$ cat config.mk
export PLATFORM = sky130hd
export DESIGN_NAME = rc_frame_check_and_unpack_top_flat
export DESIGN_NICKNAME = d
export VERILOG_FILES = /design/src/rcfc_pkg.sv /design/src/rcfc_if.sv /design/src/rcfc_front.sv /design/src/rcfc_queue.sv /design/src/rcfc_back.sv /design/src/rc_frame_check_and_unpack_top.sv /design/src/flat_wrapper.sv
export SDC_FILE = /design/constraint.sdc
export NUM_CORES = 1
export LEC_CHECK = 0
export BUFFER_PORTS_ARGS = -buffer_cell sky130_fd_sc_hd__buf_2
export CORE_MARGIN = 3
export CORE_UTILIZATION = 35
export DETAILED_ROUTE_END_ITERATION = 8
export PLACE_DENSITY = 0.61
export SLEW_MARGIN = 20
export SYNTH_ARGS = -nofsm -noshare
export SYNTH_HDL_FRONTEND = slang
export SYNTH_SLANG_ARGS = --single-unit
$ cat constraint.sdc
create_clock -name clk -period 10.1 [get_ports clk]
set_input_delay 1.515 -clock clk [delete_from_list [all_inputs] [get_ports clk]]
set_output_delay 1.515 -clock clk [all_outputs]
set_load 0.02 [all_outputs]
$ cat src/rcfc_pkg.sv
// Shared types, constants and codes for the radio-control frame checker and unpacker.
package rcfc_pkg;

    localparam int CHANNEL_COUNT     = 10;
    localparam int MAX_FRAME_BYTES   = 255;
    localparam int STORE_BYTES       = 2 * CHANNEL_COUNT;
    localparam int FIRST_PAYLOAD     = 4;
    localparam int CHECK_BYTES       = 4;
    localparam int MIN_CHANNEL_FRAME = FIRST_PAYLOAD + STORE_BYTES + CHECK_BYTES;
    localparam int QUEUE_DEPTH       = 2;

    localparam int POS_W   = 8;
    localparam int STORE_W = $clog2(STORE_BYTES);
    localparam int QPTR_W  = $clog2(QUEUE_DEPTH);
    localparam int QCNT_W  = $clog2(QUEUE_DEPTH + 1);

    localparam logic [7:0] HEADER_FIRST  = 8'hAA;
    localparam logic [7:0] HEADER_SECOND = 8'hAF;
    localparam logic [7:0] FUNC_CHANNELS = 8'h03;

    typedef enum logic [2:0] {
        ST_OK       = 3'd0,
        ST_HEADER   = 3'd1,
        ST_CHECKSUM = 3'd2,
        ST_FUNCTION = 3'd3,
        ST_SHORT    = 3'd4
    } status_t;

    typedef struct packed {
        logic [7:0] data_byte;
        logic       frame_end;
    } byte_word_t;

    typedef struct packed {
        status_t            status;
        logic [3:0]         channel_index;
        logic signed [15:0] channel_value;
        logic               last_result;
    } result_word_t;

    typedef struct packed {
        status_t                         status;
        logic [STORE_BYTES-1:0][7:0]     payload;
    } job_t;

    typedef struct packed {
        logic push;
        job_t job;
    } job_push_t;

endpackage

$ cat src/rcfc_if.sv
// Valid/ready channel interfaces for frame bytes and unpacked results.
interface rcfc_byte_if;
    logic                valid;
    logic                ready;
    rcfc_pkg::byte_word_t data;

    modport source (output valid, output data, input ready);
    modport sink   (input valid, input data, output ready);
endinterface

interface rcfc_result_if;
    logic                  valid;
    logic                  ready;
    rcfc_pkg::result_word_t data;

    modport source (output valid, output data, input ready);
    modport sink   (input valid, input data, output ready);
endinterface

$ cat src/rcfc_front.sv
// Front part: byte intake, header and checksum tracking, payload capture, frame verdict.
module rcfc_front
(
    input  logic                    clk,
    input  logic                    rst_n,
    rcfc_byte_if.sink               bytes,
    input  logic                    queue_full,
    output rcfc_pkg::job_push_t     job_push
);

    logic [rcfc_pkg::POS_W-1:0]                pos_reg, pos_next;
    logic [31:0]                               sum_reg, sum_next;
    logic [31:0]                               tail_reg, tail_next;
    logic                                      hdr_reg, hdr_next;
    logic [7:0]                                fn_reg, fn_next;
    logic [rcfc_pkg::STORE_BYTES-1:0][7:0]     store_reg;
    logic [rcfc_pkg::POS_W-1:0]                count;
    logic [rcfc_pkg::POS_W-1:0]                store_offset;
    logic                                      accept;
    logic                                      store_hit;
    logic [7:0]                                b;
    rcfc_pkg::status_t                         verdict;

    assign bytes.ready = !queue_full;
    assign accept      = bytes.valid && bytes.ready;
    assign b           = bytes.data.data_byte;
    assign store_offset = pos_reg - rcfc_pkg::POS_W'(rcfc_pkg::FIRST_PAYLOAD);
    assign store_hit   = (pos_reg >= rcfc_pkg::POS_W'(rcfc_pkg::FIRST_PAYLOAD))
                      && (pos_reg < rcfc_pkg::POS_W'(rcfc_pkg::FIRST_PAYLOAD
                                                     + rcfc_pkg::STORE_BYTES));

    always_comb
    begin
        sum_next  = (pos_reg >= rcfc_pkg::POS_W'(rcfc_pkg::FIRST_PAYLOAD))
                  ? sum_reg + {24'd0, tail_reg[31:24]} : sum_reg;
        tail_next = {tail_reg[23:0], b};
        hdr_next  = hdr_reg;
        if (pos_reg == rcfc_pkg::POS_W'(0) && b != rcfc_pkg::HEADER_FIRST)
        begin
            hdr_next = 1'b0;
        end
        if (pos_reg == rcfc_pkg::POS_W'(1) && b != rcfc_pkg::HEADER_SECOND)
        begin
            hdr_next = 1'b0;
        end
        fn_next = (pos_reg == rcfc_pkg::POS_W'(2)) ? b : fn_reg;
        count   = (pos_reg == rcfc_pkg::POS_W'(rcfc_pkg::MAX_FRAME_BYTES))
                ? pos_reg : pos_reg + rcfc_pkg::POS_W'(1);
        pos_next = count;

        priority if (count < rcfc_pkg::POS_W'(2) || !hdr_next)
        begin
            verdict = rcfc_pkg::ST_HEADER;
        end
        else if (count < rcfc_pkg::POS_W'(rcfc_pkg::CHECK_BYTES))
        begin
            verdict = rcfc_pkg::ST_SHORT;
        end
        else if (sum_next != tail_next)
        begin
            verdict = rcfc_pkg::ST_CHECKSUM;
        end
        else if (fn_next != rcfc_pkg::FUNC_CHANNELS)
        begin
            verdict = rcfc_pkg::ST_FUNCTION;
        end
        else if (count < rcfc_pkg::POS_W'(rcfc_pkg::MIN_CHANNEL_FRAME))
        begin
            verdict = rcfc_pkg::ST_SHORT;
        end
        else
        begin
            verdict = rcfc_pkg::ST_OK;
        end
    end

    assign job_push.push        = accept && bytes.data.frame_end;
    assign job_push.job.status  = verdict;
    assign job_push.job.payload = store_reg;

    always_ff @(posedge clk or negedge rst_n)
    begin
        if (!rst_n)
        begin
            pos_reg  <= '0;
            sum_reg  <= '0;
            tail_reg <= '0;
            hdr_reg  <= 1'b1;
            fn_reg   <= '0;
        end
        else if (accept)
        begin
            if (bytes.data.frame_end)
            begin
                pos_reg  <= '0;
                sum_reg  <= '0;
                tail_reg <= '0;
                hdr_reg  <= 1'b1;
                fn_reg   <= '0;
            end
            else
            begin
                pos_reg  <= pos_next;
                sum_reg  <= sum_next;
                tail_reg <= tail_next;
                hdr_reg  <= hdr_next;
                fn_reg   <= fn_next;
            end
        end
    end

    always_ff @(posedge clk)
    begin
        if (accept && store_hit)
        begin
            store_reg[store_offset[rcfc_pkg::STORE_W-1:0]] <= b;
        end
    end

endmodule

$ cat src/rcfc_queue.sv
// Short job queue between the front and back parts.
module rcfc_queue
(
    input  logic                  clk,
    input  logic                  rst_n,
    input  rcfc_pkg::job_push_t   job_push,
    output logic                  full,
    output logic                  head_valid,
    output rcfc_pkg::job_t        head,
    input  logic                  pop
);

    rcfc_pkg::job_t                    entry_reg [rcfc_pkg::QUEUE_DEPTH];
    logic [rcfc_pkg::QPTR_W-1:0]       wr_ptr_reg, rd_ptr_reg;
    logic [rcfc_pkg::QCNT_W-1:0]       count_reg, count_next;
    logic                              do_push, do_pop;

    assign full       = (count_reg == rcfc_pkg::QCNT_W'(rcfc_pkg::QUEUE_DEPTH));
    assign head_valid = (count_reg != '0);
    assign head       = entry_reg[rd_ptr_reg];
    assign do_push    = job_push.push && !full;
    assign do_pop     = pop && head_valid;

    always_comb
    begin
        count_next = count_reg;
        if (do_push && !do_pop)
        begin
            count_next = count_reg + rcfc_pkg::QCNT_W'(1);
        end
        else if (do_pop && !do_push)
        begin
            count_next = count_reg - rcfc_pkg::QCNT_W'(1);
        end
    end

    always_ff @(posedge clk or negedge rst_n)
    begin
        if (!rst_n)
        begin
            wr_ptr_reg <= '0;
            rd_ptr_reg <= '0;
            count_reg  <= '0;
        end
        else
        begin
            count_reg <= count_next;
            if (do_push)
            begin
                wr_ptr_reg <= wr_ptr_reg + rcfc_pkg::QPTR_W'(1);
            end
            if (do_pop)
            begin
                rd_ptr_reg <= rd_ptr_reg + rcfc_pkg::QPTR_W'(1);
            end
        end
    end

    always_ff @(posedge clk)
    begin
        if (do_push)
        begin
            entry_reg[wr_ptr_reg] <= job_push.job;
        end
    end

    a_no_push_when_full: assert property (@(posedge clk) disable iff (!rst_n)
        !(job_push.push && full))
        else $error("job pushed into a full queue");

    a_count_bound: assert property (@(posedge clk) disable iff (!rst_n)
        count_reg <= rcfc_pkg::QCNT_W'(rcfc_pkg::QUEUE_DEPTH))
        else $error("queue count beyond depth");

endmodule

$ cat src/rcfc_back.sv
// Back part: turn queued frame verdicts into status or channel words behind an output register.
module rcfc_back
(
    input  logic                  clk,
    input  logic                  rst_n,
    input  logic                  head_valid,
    input  rcfc_pkg::job_t        head,
    output logic                  pop,
    rcfc_result_if.source         results
);

    logic [3:0]              idx_reg, idx_next;
    logic                    out_valid_reg;
    rcfc_pkg::result_word_t  out_reg, out_next;
    logic                    load;
    logic                    is_status;
    logic                    last_channel;
    logic [rcfc_pkg::STORE_W-1:0] hi_sel, lo_sel;

    assign load         = !out_valid_reg || results.ready;
    assign is_status    = (head.status != rcfc_pkg::ST_OK);
    assign last_channel = (idx_reg == 4'(rcfc_pkg::CHANNEL_COUNT - 1));
    assign pop          = load && head_valid && (is_status || last_channel);
    assign hi_sel       = rcfc_pkg::STORE_W'({idx_reg, 1'b0});
    assign lo_sel       = rcfc_pkg::STORE_W'({idx_reg, 1'b1});

    always_comb
    begin
        out_next.status = head.status;
        if (is_status)
        begin
            out_next.channel_index = '0;
            out_next.channel_value = '0;
            out_next.last_result   = 1'b1;
        end
        else
        begin
            out_next.channel_index = idx_reg;
            out_next.channel_value = {head.payload[hi_sel], head.payload[lo_sel]};
            out_next.last_result   = last_channel;
        end
        idx_next = idx_reg;
        if (load && head_valid)
        begin
            idx_next = pop ? 4'd0 : idx_reg + 4'd1;
        end
    end

    always_ff @(posedge clk or negedge rst_n)
    begin
        if (!rst_n)
        begin
            idx_reg       <= '0;
            out_valid_reg <= 1'b0;
        end
        else
        begin
            idx_reg <= idx_next;
            if (load)
            begin
                out_valid_reg <= head_valid;
            end
        end
    end

    always_ff @(posedge clk)
    begin
        if (load && head_valid)
        begin
            out_reg <= out_next;
        end
    end

    assign results.valid = out_valid_reg;
    assign results.data  = out_reg;

    a_idx_range: assert property (@(posedge clk) disable iff (!rst_n)
        idx_reg < 4'(rcfc_pkg::CHANNEL_COUNT))
        else $error("channel counter out of range");

    a_status_word: assert property (@(posedge clk) disable iff (!rst_n)
        out_valid_reg && out_reg.status != rcfc_pkg::ST_OK |->
            out_reg.last_result && out_reg.channel_index == '0 && out_reg.channel_value == '0)
        else $error("status word malformed");

    a_channel_last: assert property (@(posedge clk) disable iff (!rst_n)
        out_valid_reg && out_reg.status == rcfc_pkg::ST_OK |->
            out_reg.last_result == (out_reg.channel_index == 4'(rcfc_pkg::CHANNEL_COUNT - 1)))
        else $error("last marker on wrong channel");

endmodule

$ cat src/rc_frame_check_and_unpack_top.sv
// Top level of the radio-control frame checker and unpacker.
//
// The bytes channel takes one frame byte per word, frame_end set on the final byte.
// The front part checks the 0xAA 0xAF header, sums every byte but the last four and
// compares that sum with the big-endian checksum in them, and keeps bytes 4 to 23.
// At the final byte it pushes a verdict and the payload into a two-entry queue.
// The back part drains the queue into the results channel: one status word for a
// bad, foreign or short frame, or ten channel words (throttle, yaw, roll, pitch,
// aux1..aux6) for a good channel frame, the last one marked.
// Throughput: one byte per cycle at the input while the queue is not full; one result
// word per cycle at the output while the receiver is ready, set by the single output
// register, so a channel frame holds the back part for ten words. A frame's verdict
// is registered in a queue entry, then its first result word in the output register.
// A stalled receiver holds the output word; bytes keep being taken until the queue
// holds two finished frames, then ready drops until the back part frees an entry.
// Reset clears the frame tracking, the queue and the output; no clearing pass.
module rc_frame_check_and_unpack_top
(
    input  logic           clk,
    input  logic           rst_n,
    rcfc_byte_if.sink      bytes,
    rcfc_result_if.source  results
);

    rcfc_pkg::job_push_t job_push;
    rcfc_pkg::job_t      head;
    logic                queue_full;
    logic                head_valid;
    logic                pop;

    rcfc_front u_front
    (
        .clk        (clk),
        .rst_n      (rst_n),
        .bytes      (bytes),
        .queue_full (queue_full),
        .job_push   (job_push)
    );

    rcfc_queue u_queue
    (
        .clk        (clk),
        .rst_n      (rst_n),
        .job_push   (job_push),
        .full       (queue_full),
        .head_valid (head_valid),
        .head       (head),
        .pop        (pop)
    );

    rcfc_back u_back
    (
        .clk        (clk),
        .rst_n      (rst_n),
        .head_valid (head_valid),
        .head       (head),
        .pop        (pop),
        .results    (results)
    );

endmodule

$ cat src/flat_wrapper.sv
// flat-port wrapper written by rule: the top's interface ports become plain ports
module rc_frame_check_and_unpack_top_flat 
  (clk, rst_n, bytes_valid, bytes_data, bytes_ready, results_valid, results_data, results_ready);
  rcfc_byte_if bytes_i ();
  rcfc_result_if results_i ();
  input  logic clk;
  input  logic rst_n;
  input wire logic [$bits(bytes_i.valid)-1:0] bytes_valid;
  input wire logic [$bits(bytes_i.data)-1:0] bytes_data;
  output wire logic [$bits(bytes_i.ready)-1:0] bytes_ready;
  output wire logic [$bits(results_i.valid)-1:0] results_valid;
  output wire logic [$bits(results_i.data)-1:0] results_data;
  input wire logic [$bits(results_i.ready)-1:0] results_ready;
  assign bytes_i.valid = bytes_valid;
  assign bytes_i.data = bytes_data;
  assign bytes_ready = bytes_i.ready;
  assign results_valid = results_i.valid;
  assign results_data = results_i.data;
  assign results_i.ready = results_ready;
  rc_frame_check_and_unpack_top u_core (.clk(clk), .rst_n(rst_n), .bytes(bytes_i), .results(results_i));
endmodule
== Word level (Yosys, flattened, before mapping) ==
Memories as Yosys holds them, arrays and structs flattened.
Index checks and enable logic that the tools add are counted.
W data, S select, Z words.

* Output and inout bits: 26
* Memories kept: 1
* Word-level logic and storage cells: 113
* Input port bits: 13
* Bits in writable memories: 326
* Register bits: 274

{| class="wikitable"
|+ Memory list
! name !! depth !! width !! rd ports !! clocked after memory_dff !! write ports !! RTL line !! source
|-
| u_core.u_queue.entry_reg || 2 || 163 || 1 || 0 || 1 || rcfc_queue.sv:13 || <nowiki>rcfc_pkg::job_t entry_reg [rcfc_pkg::QUEUE_DEPTH];</nowiki>
|}

* Mux-type cells: 27
* Order comparisons: 9
* Reductions and logical operators: 25
* Add/subtract/negate cells: 8
* Equal/unequal tests: 9

{| class="wikitable"
|+ Operator list
! operator !! number
|-
| $bwmux W160 || 1
|-
| $mux W32 || 3
|-
| $bmux W8 S4 || 2
|-
| $mux W8 || 7
|-
| $demux W8 S5 || 1
|-
| $add A32 B8 Y32 || 1
|-
| $ne A32 B32 Y1 || 1
|-
| $lt A5 B6 Y1 const B || 3
|-
| $lt A8 B5 Y1 const B || 2
|-
| $ne A8 B8 Y1 const B || 2
|-
| $mux W3 || 5
|-
| $logic_and A1 B1 Y1 || 13
|-
| $add A8 B1 Y8 const B || 1
|-
| $eq A8 B1 Y1 const B || 1
|-
| $eq A8 B2 Y1 const B || 1
|-
| $eq A8 B8 Y1 const B || 1
|-
| $ge A8 B3 Y1 const B || 1
|-
| $logic_not A8 Y1 || 1
|-
| $lt A8 B2 Y1 const B || 1
|-
| $lt A8 B3 Y1 const B || 1
|-
| $ne A8 B2 Y1 const B || 1
|-
| $ge A5 B1 Y1 const B || 1
|-
| $logic_not A1 Y1 || 5
|-
| $mux W1 || 5
|-
| other kinds (12) || 17
|}

== Depth between registers and ports, before layout ==
* Depth in word-level cells: 9
* Depth in mapped cells: 13

== Cells and area by module ==
From an unflattened synthesis, not the netlist that was laid out.

* Cells, all modules: 1650
* Area total of the unflattened synthesis: 25436.9 sq um

{| class="wikitable"
|+ Modules (own cells, without submodules)
! module !! times used !! sequential area each (sq um) !! area an instance (sq um) !! cells each
|-
| rcfc_queue || 1 || 9889.5 || 12055.3 || 526
|-
| rcfc_front || 1 || 6832.8 || 10790.3 || 914
|-
| rcfc_back || 1 || 845.8 || 2591.2 || 210
|}

== Worst setup path before layout ==
OpenSTA, ideal clock, no wires.

* Path type: in2reg
* From: input bytes_valid
* To: memory u_core.u_queue.entry_reg[0][0] (netlist name), enable pin
* Data required time: 9.411 ns
* Path slack: 0.606 ns
* Setup time: 0.689 ns
* Arrival: 8.805 ns
* Stages on the path: 4
* Path buffers: 1
* Cells stage by stage: and2_1 clkbuf_1 nand2_1 nor2_1

* Longest elaborated chain between the ends: 5

{| class="wikitable"
|+ RTL lines
! element !! RTL line !! source
|-
| from (decl) || flat_wrapper.sv:8 || <nowiki>input wire logic [$bits(bytes_i.valid)-1:0] bytes_valid;</nowiki>
|-
| $logic_and A1 B1 Y1 || rcfc_front.sv:25 || <nowiki>assign accept = bytes.valid && bytes.ready;</nowiki>
|-
| $logic_and A1 B1 Y1 || rcfc_front.sv:77 || <nowiki>assign job_push.push = accept && bytes.data.frame_end;</nowiki>
|-
| $logic_and A1 B1 Y1 || rcfc_queue.sv:21 || <nowiki>assign do_push = job_push.push && !full;</nowiki>
|-
| $mux W1 || rcfc_queue.sv:61 || <nowiki>if (do_push)</nowiki>
|-
| $mux W1 (not written as such) || rcfc_queue.sv:63 || <nowiki>entry_reg[wr_ptr_reg] <= job_push.job;</nowiki>
|-
| to (decl) || rcfc_queue.sv:13 ||
|}

No other way between the ends.

== Worst setup path in the final report ==
* From: input bytes_valid
* To: memory u_core.u_queue.entry_reg[1][17] (netlist name), enable pin

The elaborated chain is that of the path after synthesis.

==> summary.txt <==
Clock tree
  – Post-CTS resize count: 0
  – Hold Buf Count CTS: 0
  – Clock transition at path regs: roughly 60 ps
  – Total CTS buffers: 58
  – CTS tree: built
  – Clk sink count: 600
  – H-tree levels: 2
  – Clk Latency, worst-skew pair: between 600 and 700 ps
  – CTS Buffer Depth: 3
  – Clock root cell: clkbuf_16
  – Postcts setup bufs: 0

Timing
  – FMAX: around 0.25 GHz
  – TNS Setup: 0 ps
  – Slew margin rel.: 28.2%
  – Crit path time final: about 4000 ps
  – Period utilization: between 30 and 40%
  – Worst Skew: ~20 ps
  – Fin. Hold Viols: 0
  – Max Slew Vio Count: 0
  – Final hold slack: ~430 ps
  – RSZ-0062 raised after global routing: no
  – Least-Margin Pin Slew: around 1100 ps
  – # setup viols final: 0

Critical path
  – Worst path max stage delay: roughly 670 ps
  – Worst Path Arrival: about 4200 ps
  – Crit path cell chain: buf_2, and2_2, buf_4, and3_4, buf_4, buf_6
  – Crit end category: flip-flop
  – Reg-to-reg startpoint: u_core.u_front.pos_reg[2]
  – Worst setup SP type: primary input
  – R2r endpoint: u_core.u_queue.entry_reg[1][160]
  – FF-to-FF setup slack: 6110 ps
  – Critical-path top delay cell: buf_6
  – R2R cell count: 11
  – CP max FO: 82
  – Required @ worst endpoint: between 10000 and 15000 ps
  – Crit path top cell by count: buf_4
  – Worst Setup Path Type: in -> reg

Cells and area
  – Most frequent cells in the layout: edfxtp_1, nand2_1, nor2_1, dfrtp_1, mux4_2
  – Filler instances: 6148
  – Antenna diodes: 0
  – Max FFs per register: between 300 and 400
  – Area occupied by multi-input gates: about 0.0063 mm²
  – Layout cell share with drive strength beyond 1: 15.8%
  – Most common cell after layout, fill and taps aside: edfxtp_1
  – Final Cell Area: around 0.027 mm²
  – Fin nets: around 1.6k
  – Area growth, synth to finish: 12.8%
  – Reg area: around 0.018 mm²

Yosys
  – Synth warn: 0
  – Seq/Total Area, Yosys: ~73%
  – Synthesized area: ~0.024 mm²
  – #FFs+latches synth: 600
  – Avg Inst Size Synth: about 16 µm²
  – Netlist cell types: 77
  – Ys flop type: edfxtp_1
  – Syn Nets: between 1.5k and 2k
  – Ys async rst share: 15.0%
  – Post-synth EDFFs: 510
  – Synthesized instance count: roughly 1.5k

Job
  – Number of max-cap violations: 0

Route
  – Starting DRT DRC Count: slightly above 1k
  – Vias per cell: between 5 and 6
  – Routed wire per std cell: 19.7 µm
  – Final wirelength: around 50 mm
  – Drt drc: 0
  – Vias: roughly 13k
  – Number of nets with antenna violations after routing: 0
  – Drt pass-1 iters: 5

Hold path
  – Hold-critical path depth: 0
  – Worst min path class: reg -> reg
  – HP Start: u_core.u_front.job_push[29]
  – Hold Path Sink: u_core.u_queue.entry_reg[0][29]

Power
  – Seq pwr share: roughly 47%
  – Switching Share: just under 30%
  – Maximum VDD drop: 0.000147 V
  – Leakage: approximately 9.3 nW
  – Net switching power figure: around 2.0 mW
  – Internal: 4.87 mW
  – PD cells: roughly 250 mW/mm²
  – Combinational share of power: a little under a quarter
  – Clock power frac: between 30% and 40%

Global routing
  – First-pass GRT wire length: between 70 and 80 mm
  – Vias in the first global route: between 10k and 15k
  – Global route total overflow: 0
  – Initial antenna violation count: 1
  – Largest net degree at the start of global routing: around 160
  – Total Routing Usage GR: between 10% and 20%

Placement
  – Detailed placement HPWL: 30.1 mm
  – Placer Congestion: 0.836
  – Port bufs: 38
  – Placed cell area: between 0.02 and 0.03 mm²

Floorplanning
  – Die width: about 270 µm
  – Total core area: slightly below 0.07 mm²
  – Row count: 95
  – Full die area: 0.0723 mm²
  – I/O Pins: 39
  – Starting Density: a little over a third
  – Die Span Y: ~270 µm

Run status
  – Outcome: finished clean
-- area by class of cell --
class	count	share of cell area, %
clock buffers	73	5.75
clock inverters	37	1.13
flip-flops and latches	600	64.4
inverters	18	0.248
well taps	921	4.22
multi-input cells	812	22.9
repair buffers	57	1.29
-- power by group through the flow --
| stage | sequential, mW | combinational (mW) | clock [mW] |
|---|---|---|---|
| 3_3_place_gp | 3.28 | 1.58 | 0 |
| 2_1_floorplan | 3.24 | 1.18 | 0 |
| 5_1_grt | 3.28 | 1.73 | 2.27 |
| 3_5_place_dp | 3.29 | 1.59 | 0 |
| 6_report | 3.23 | 1.57 | 2.10 |
| 4_1_cts | 3.24 | 1.60 | 2.16 |
-- how the worst max path moves through the flow --
stage | from | end | slack [ps] | cells past startpoint
2_1_floorplan | bytes_valid | u_core.u_queue.entry_reg[0][0] | 610 | 4
3_3_place_gp | bytes_valid | u_core.u_queue.entry_reg[1][84] | 5180 | 6
3_5_place_dp | bytes_valid | u_core.u_queue.entry_reg[1][84] | 5120 | 6
4_1_cts | bytes_valid | u_core.u_queue.entry_reg[1][17] | 5770 | 6
5_1_grt | u_core.u_front.pos_reg[2] | u_core.u_queue.entry_reg[0][161] | 5730 | 11
6_report | bytes_valid | u_core.u_queue.entry_reg[1][17] | 6090 | 6
-- metrics by stage --
stage	utilization (%)	total power [mW]	setup WS, ps	cells
after floorplan	-	4.42	606	1508
after global placement	37.4	4.85	5180	2408
after detailed placement	37.4	4.89	5120	2408
after CTS	40.2	7.01	5770	2518
after global routing	40.2	7.27	5730	2518
final	40.2	6.91	6090	2518
-- per-layer routing --
layer  GRT usage, %  vias to the layer above  routed length [µm]
li1               -                     5901                   -
met1           18.8                     6504               21500
met2           23.2                      327               24200
met3           2.49                       78                2780
met4           3.81                        0                1090
met5              0                        -                   0
-- cell usage after synthesis, types with 27 or more instances --
cell type | instances | area (µm²)
nor2_1 | 88 | 330
nand2_1 | 173 | 649
mux4_2 | 81 | 1820
clkbuf_1 | 53 | 199
a21oi_1 | 66 | 330
mux2i_1 | 27 | 270
xor2_1 | 27 | 236
dfrtp_1 | 89 | 2230
edfxtp_1 | 510 | 15300
nor3_1 | 28 | 140
nand3b_1 | 33 | 248
o21ai_0 | 39 | 195
-- worst max-delay path, delay by kind of cell --
kind / cells / cell delay [ps]
simple gates: 2 / 780
buf+inv: 4 / 1800
-- kinds of logic (layout without fill, tap and decap cells) --
logic type | count (synthesis) | count (layout) | synth area share, %
compound gates | 208 | 208 | 5.69
xor+xnor | 50 | 50 | 1.81
fa+ha+maj | 20 | 20 | 1.07
buf+inv | 96 | 185 | 1.57
flops | 600 | 600 | 72.6
mux | 113 | 113 | 8.89
simple gates | 421 | 421 | 8.34
Power figures use the tool's default switching activity.
